## config.mk

```make
export PLATFORM = sky130hd
export DESIGN_NAME = sdu_cell
export DESIGN_NICKNAME = d
export VERILOG_FILES = /design/src/sdu_pkg.sv /design/src/sdu_cell.sv
export SDC_FILE = /design/constraint.sdc
export NUM_CORES = 1
export LEC_CHECK = 0
export BUFFER_PORTS_ARGS = -buffer_cell sky130_fd_sc_hd__buf_2
export CORE_ASPECT_RATIO = 0.75
export CORE_MARGIN = 8
export CORE_UTILIZATION = 49
export DETAILED_ROUTE_END_ITERATION = 6
export PLACE_DENSITY = 0.85
export SLEW_MARGIN = 20
export SYNTH_ARGS = -nofsm -noshare
export SYNTH_HDL_FRONTEND = slang
export SYNTH_SLANG_ARGS = --single-unit
```

## constraint.sdc

```tcl
create_clock -name clk_i -period 10.7 [get_ports clk_i]
set_input_delay 1.07 -clock clk_i [delete_from_list [all_inputs] [get_ports clk_i]]
set_output_delay 1.07 -clock clk_i [all_outputs]
set_load 0.01 [all_outputs]
```

## src/sdu_pkg.sv

```systemverilog
// ----------------------------------------------------------------------------
// sdu_pkg: shared types and constants of the sorted distinct union unit
// Beat types, cell control and controller states.
// ----------------------------------------------------------------------------
package sdu_pkg;

  // Number of sorting cells, i.e. how many values one run can hold
  localparam int unsigned CAPACITY = 64;
  // Fill count width, wide enough to hold CAPACITY itself
  localparam int unsigned CntW     = $clog2(CAPACITY + 1);

  // Input beat
  typedef struct packed {
    logic signed [31:0] value;
    logic               is_last;
  } sdu_in_t;

  // Result beat
  typedef struct packed {
    logic signed [31:0] value_res;
    logic               is_final;
    logic               overflow;
  } sdu_out_t;

  // Per-cycle command to every cell of the chain
  typedef struct packed {
    logic insert;  // place the broadcast value in sorted position
    logic shift;   // move every value one cell toward the head
  } sdu_cell_ctrl_t;

  typedef enum logic {
    ST_IDLE,
    ST_EMIT
  } sdu_state_e;

endpackage

```

## src/sdu_cell.sv

```systemverilog
// ----------------------------------------------------------------------------
// sdu_cell: one cell of the insertion sorting chain
// Holds one value; takes the new value, its left neighbor's value or its
// right neighbor's value depending on the chain command.
// ----------------------------------------------------------------------------
module sdu_cell
  import sdu_pkg::*;
(
  input  logic               clk_i,
  input  sdu_cell_ctrl_t     ctrl_i,
  input  logic signed [31:0] new_val_i,   // broadcast value being inserted
  input  logic               occ_i,       // this cell holds a stored value
  input  logic               prev_lt_i,   // left neighbor: new value goes at or before it
  input  logic signed [31:0] prev_val_i,  // left neighbor's value
  input  logic signed [31:0] next_val_i,  // right neighbor's value
  output logic               lt_o,        // new value goes at or before this cell
  output logic signed [31:0] val_o
);

  logic signed [31:0] val_q, val_d;

  // New value belongs in front of this cell if the cell is empty or larger
  assign lt_o = !occ_i || (new_val_i < val_q);

  // Insert shifts larger values right; emission shifts everything left
  always_comb begin
    val_d = val_q;
    if (ctrl_i.insert) begin
      if (lt_o) begin
        val_d = prev_lt_i ? prev_val_i : new_val_i;
      end
    end else if (ctrl_i.shift) begin
      val_d = next_val_i;
    end
  end

  always_ff @(posedge clk_i) begin
    val_q <= val_d;
  end

  assign val_o = val_q;

endmodule

```

==> reports/metrics.csv, run 1 <==
stage,metric,value,unit
status,outcome,"finished, final reports clean",
place,GP Congestion,0.8420,
critical_path,WS Path Type,in2out,
route,routed via count,2326,
place,hpwl dp,5526,um
yosys,register area share after synthesis,39.20,%
floorplanning,die area,7545,sq um
power_and_ir_drop,combinational share of power,33.2,%
route,remaining antenna violation count,0,
yosys,Seq cells post-synth,32,
place,DP Area,3167,sq um
critical_path,WP data required,9630,ps
critical_path,Setup crit end kind,output port,
place,input/output buffers,133,
clock_tree,buffer depth of the longest clock path,2,
yosys,Synthesized Nets,392,
clock_tree,cts repair resizes,0,
floorplanning,Core ar.,4845,sq um
yosys,"area leader, netlist",edfxtp_1,
power_and_ir_drop,peak supply drop,0.07457,mV
final_layout,Ant. Diodes,0,
yosys,"EDFF count, synth",32,
route,Routed WL,6657,um
clock_tree,clock tree sinks,32,
critical_path,worst-path maximum fanout,3,
final_layout,fraction of layout cells with a size suffix above 1,36.67,%
sta,RSZ-0062 raised after global routing,false,
sta,slew at the pin closest to its max-slew limit,951.7,ps
clock_tree,clock root buffer,clkbuf_8,
final_layout,final net count,522,
sta,Max Clock Freq,0.2474,GHz
clock_tree,CTS buffer count,5,
floorplanning,Rows,22,
final_layout,area grow syn2layout,32.47,%
yosys,top_reg_cell synth,edfxtp_1,
clock_tree,clk_lat worst skew,280,ps
grt,largest net degree at the start of global routing,68,
hold_path,HP Class,in2reg,
sta,final setup fails,0,
run,MaxCap Viol Count,0,
floorplanning,Initial Utilization,50.59,%
sta,crit path time final,4041,ps
power_and_ir_drop,Sw Ratio,31.06,%
sta,Fin. Hold Viols,0,
sta,"Slew Viols, Final",0,
floorplanning,IO Pins,134,
yosys,Syn Area/Cell,9.427,sq um
power_and_ir_drop,sw power,116.4,uW
route,Via density,5.169,
yosys,Post-synth ARST share,0,%
critical_path,CP arrival,2970,ps
clock_tree,"CTS clk-pin slew, worst paths",70,ps
power_and_ir_drop,Int Pwr,258.3,uW
power_and_ir_drop,Clk network pwr share,22.8,%
final_layout,"commonest non-fill, non-tap cells in the layout","buf_2, a21oi_1, nor2_1",
power_and_ir_drop,P per Cell Area,115.4,nW/um^2
route,DR pass1 iterations,5,
route,Residual DRC,0,
yosys,synth unique cells,26,
final_layout,max reg flops,32,
yosys,Yosys Warn Count,0,
power_and_ir_drop,part of the power in registers,44.0,%
final_layout,post-route cell area,3247,sq um
sta,Tcrit/Tclk final,37.77,%
clock_tree,hold_buf cts,0,
grt,first-pass GRT wire length,11120,um
sta,skew final,9.102,ps
clock_tree,CTS tree,built,
critical_path,kind of start point of the critical path,input pin,
yosys,area share of the largest cell type after synthesis,39.20,%
clock_tree,Setup Buffers After CTS,0,
grt,vias in the first global route,2457,
route,routed length per instance,14.79,um
yosys,ranking of synthesized cells by area,"edfxtp_1, ha_1, mux2i_1",
sta,worst rel slew slack,36.55,%
yosys,Synth Cell Area,2451,sq um
floorplanning,Die Ht,77.25,um
route,detailed router's first-iteration violation count,85,
floorplanning,die width,97.67,um
grt,initial antenna violation count,0,
power_and_ir_drop,leak pwr,0.001728,uW
sta,Setup TNS,0,ps
grt,GRT overflow,0,
clock_tree,H-tree level count,2,
grt,Global Route Usage Sum,17.51,%
yosys,Post-Synthesis Cells,260,
final_layout,"most common cell after layout, fill and taps aside",buf_2,
-- critical path: stages --
cell and delay (ps):
buf_2 110, ha_1 320, nand4_1 100, o311a_1 380
o41ai_2 350, a31oi_1 150, mux2_1 330, buf_2 150
-- power groups by stage --
stage	Combinational, uW	Clock, uW	Sequential (uW)
after floorplan	63.6	0	176
after global placement	122	0	166
after detailed placement	125	0	168
after CTS	126	87.7	165
after global routing	142	93.4	167
final	124	85.3	165
-- final timing paths --
path | startpoint | to | slack, ps | cells past startpoint
worst min register to register | val_o[31] | val_o[10] | 1220 | 6
worst min-delay path | next_val_i[14] | val_o[14] | 1110 | 3
worst max-delay path | new_val_i[7] | lt_o | 6660 | 8
worst max register to register | val_o[2] | val_o[25] | 7670 | 9
-- through the flow --
stage | utilization, % | std cells | total power, uW | hold WS [ps] | setup WS, ps
after global placement | 65.37 | 443 | 287.9 | 1191 | 6728
after floorplan | - | 260 | 239.7 | 1296 | 5566
after CTS | 66.97 | 450 | 378.7 | 1097 | 6641
final | 67.02 | 450 | 374.7 | 1106 | 6659
after global routing | 67.02 | 450 | 401.9 | 1121 | 6565
after detailed placement | 65.37 | 443 | 292.8 | 1218 | 6665
-- cell families (layout without fill, tap and decap cells) --
kind of cell / count (synthesis) / count (layout) / synth area share [%]
multiplexers: 33 / 33 / 13.53
flip-flops: 32 / 32 / 39.20
AO/OA/AOI/OAI: 59 / 59 / 13.48
AND/OR/NAND/NOR: 62 / 62 / 11.23
adder cells (fa/ha/maj): 31 / 31 / 15.82
buffers and inverters: 43 / 173 / 6.738
-- layer usage --
metal	part of all wire (%)	global-route usage [%]	up-vias
met5	0	0	-
met4	1.2	5.128	0
met3	8.4	6.714	7
met2	48	29.96	89
met1	43	19.75	1040
li1	-	-	1190
-- cells in the mapped netlist (2+ instances only) --
cell type,n
buf_2,3
a21oi_1,45
nand2_1,10
edfxtp_1,32
ha_1,31
inv_1,32
nand4_1,5
a31oi_1,2
clkbuf_1,8
nor2_1,35
nor3_1,2
and3_1,2
nand2b_1,3
nand3_1,3
mux2i_1,32
o21ai_0,5
-- area by class of cell --
type,instances,area [sq um]
clock inverters,1,5.005
flip-flops and latches,32,960.9
well taps,60,75.07
multi-input cells,185,1338
inverters,32,120.1
clock buffers,6,72.57
repair buffers,134,675.6
fillers,433,1598
No activity file was read; power rests on OpenSTA's default activity.
==> inputs of run 2 (changes only) <==
CORE_UTILIZATION = 45   (was 49)
PLACE_DENSITY = 0.79   (was 0.85)
clock period = 4 ns   (was 10.7 ns; I/O delays follow)
==> run 2 against run 1 <==
Clock skew fell by 6.6 ps. Power rose to 2.7 times the previous value. Wire length rose by 6.2%. Global-route usage fell by 0.31 points. Register-to-register slack got worse by 6400 ps. Clock-buffer cell count did not move. Sequential share of layout area fell by 0.28 points. Clock power rose to 2.7 times the previous value. Combinational power rose to 2.7 times the previous value. Design area rose by 0.96%.
==> reports/metrics.csv, run 2 (synthesized netlist as in run 1, its figures left out) <==
stage,metric,value,unit,change
sta,crit path time final,2828,ps,
floorplanning,Initial Utilization,46.29,%,-4.3 points
critical_path,CP Buf/Inv Count,2,,unchanged
place,placed cell count,458,,+3.4%
floorplanning,Rows,23,,+4.5%
run,MaxCap Viol Count,0,,unchanged
grt,initial antenna violation count,0,,unchanged
power_and_ir_drop,Power Total,1013,uW,+170%
grt,GRT overflow,0,,unchanged
final_layout,max reg flops,32,,unchanged
floorplanning,die area,8089,sq um,+7.2%
clock_tree,cts repair resizes,0,,unchanged
place,hpwl dp,5897,um,+6.7%
sta,Fin. Hold Viols,0,,unchanged
critical_path,"slowest stage cell, crit path",o311a_1,,
grt,GRT busiest layer,met2,,
route,Routed WL,7070,um,+6.2%
critical_path,CP arrival,2430,ps,-540 ps
grt,first-pass GRT wire length,11020,um,-0.93%
hold_path,HP Class,in2reg,,
clock_tree,clock root buffer,clkbuf_8,,
route,DR pass1 iterations,4,,-1
clock_tree,CTS tree,built,,
grt,vias in the first global route,2387,,-2.8%
route,routed via count,2321,,-0.21%
critical_path,"delay-heaviest family, CP",compound AO/OA/AOI/OAI gates,,
final_layout,final net count,522,,unchanged
critical_path,CP max stage delay,390,ps,about the same
clock_tree,clock tree sinks,32,,unchanged
grt,met3 global-route usage,6.882,%,+0.17 points
power_and_ir_drop,peak supply drop,0.1299,mV,+74%
clock_tree,Setup Buffers After CTS,0,,unchanged
sta,final setup fails,0,,unchanged
floorplanning,Die Ht,79.92,um,+3.4%
critical_path,Setup crit end kind,output port,,
route,remaining antenna violation count,0,,unchanged
floorplanning,Core ar.,5295,sq um,+9.3%
route,Via density,4.991,,-3.4%
floorplanning,IO Pins,134,,unchanged
sta,worst rel slew slack,34.91,%,-1.6 points
final_layout,"commonest non-fill, non-tap cells in the layout","buf_2, a21oi_1, nor2_1",,
route,routed length per instance,15.20,um,+2.8%
sta,skew final,2.549,ps,-6.553 ps
critical_path,kind of start point of the critical path,flop,,
critical_path,critical path cell sequence,inv_1 > ha_1 > nand4_1 > o311a_1 > o41ai_2 > a31oi_1 > mux2_1 > buf_2,,
final_layout,Ant. Diodes,0,,unchanged
power_and_ir_drop,leak pwr,0.001734,uW,+0.30%
final_layout,"most common cell after layout, fill and taps aside",buf_2,,
clock_tree,"CTS clk-pin slew, worst paths",60,ps,about the same
sta,Setup TNS,0,ps,unchanged
grt,met2 Use GR,29.29,%,-0.67 points
grt,Global Route Usage Sum,17.20,%,-0.31 points
power_and_ir_drop,P per Cell Area,309.0,nW/um^2,+170%
clock_tree,H-tree level count,2,,unchanged
critical_path,worst-path maximum fanout,3,,unchanged
sta,slew at the pin closest to its max-slew limit,976.4,ps,+24.65 ps
place,GP Congestion,0.8581,,+1.9%
place,input/output buffers,133,,unchanged
floorplanning,die width,101.2,um,+3.6%
final_layout,fraction of layout cells with a size suffix above 1,36.67,%,unchanged
final_layout,Final Non-Filler Cells,465,,+3.3%
status,outcome,"finished, final reports clean",,
grt,largest net degree at the start of global routing,68,,unchanged
sta,RSZ-0062 raised after global routing,false,,
critical_path,WP data required,3600,ps,-6030 ps
final_layout,area grow syn2layout,33.74,%,
clock_tree,clk_lat worst skew,280,ps,about the same
grt,GRT met1 Usage,19.56,%,-0.20 points
critical_path,WS Path Type,reg2out,,
sta,Tcrit/Tclk final,70.69,%,
sta,"Slew Viols, Final",0,,unchanged
route,detailed router's first-iteration violation count,77,,-9.4%
route,Residual DRC,0,,unchanged
sta,Max Clock Freq,0.3537,GHz,
clock_tree,CTS buffer count,5,,unchanged
clock_tree,buffer depth of the longest clock path,2,,unchanged
clock_tree,hold_buf cts,0,,unchanged
-- run 2: changes by cell type in the layout (fill, tap and decap cells not counted) --
cell	change
buf_12	+1
buf_4	-1
-- run 2: worst paths after layout --
| path | start | endpoint | cells past startpoint | slack [ps] |
|---|---|---|---|---|
| worst min-delay path | next_val_i[22] | val_o[22] | 3 | 430 |
| worst max-delay path | val_o[7] | lt_o | 8 | 1170 |
| worst min register to register | val_o[31] | val_o[31] | 6 | 1230 |
| worst max register to register | val_o[2] | val_o[24] | 9 | 1270 |
-- run 2: where the power goes --
part	internal (uW)	total (uW)	switching [uW]	leakage, uW
sequential	423	444	20.4	0.000315
combinational	153	338	185	0.00138
clock	118	232	114	0.0000410
total	694	1010	319	0.00173
-- run 2: cell type report --
class | instances | area (sq um)
clock inverter | 1 | 5.005
fill | 483 | 2017
inverter | 32 | 120.1
timing repair buffer | 134 | 688.2
tap | 75 | 93.84
sequential | 32 | 960.9
clock buffer | 6 | 72.57
multi-input combinational | 185 | 1338
-- run 2: worst min-delay path, stage by stage --
cell and delay (ps):
buf_2 70, nor2_1 30, a21oi_1 90
-- run 2: routing by layer --
layer | share of wire (%) | wire (um) | up-vias
li1 | - | - | 1194
met2 | 49 | 3459 | 75
met1 | 42 | 2963 | 1046
met5 | 0 | 0 | -
met3 | 8.4 | 593 | 6
met4 | 0.75 | 53 | 0
-- run 2: per-stage QoR --
step	setup slack, ps	utilization, %	hold WS [ps]	area (sq um)
floorplan	609.4	-	625.6	2456
global placement	1171	60.40	720.7	3198
detailed placement	1086	60.40	725.1	3198
CTS	1168	61.86	433.2	3276
global route	988.8	61.91	437.8	3278
finish	1172	61.91	433.5	3278
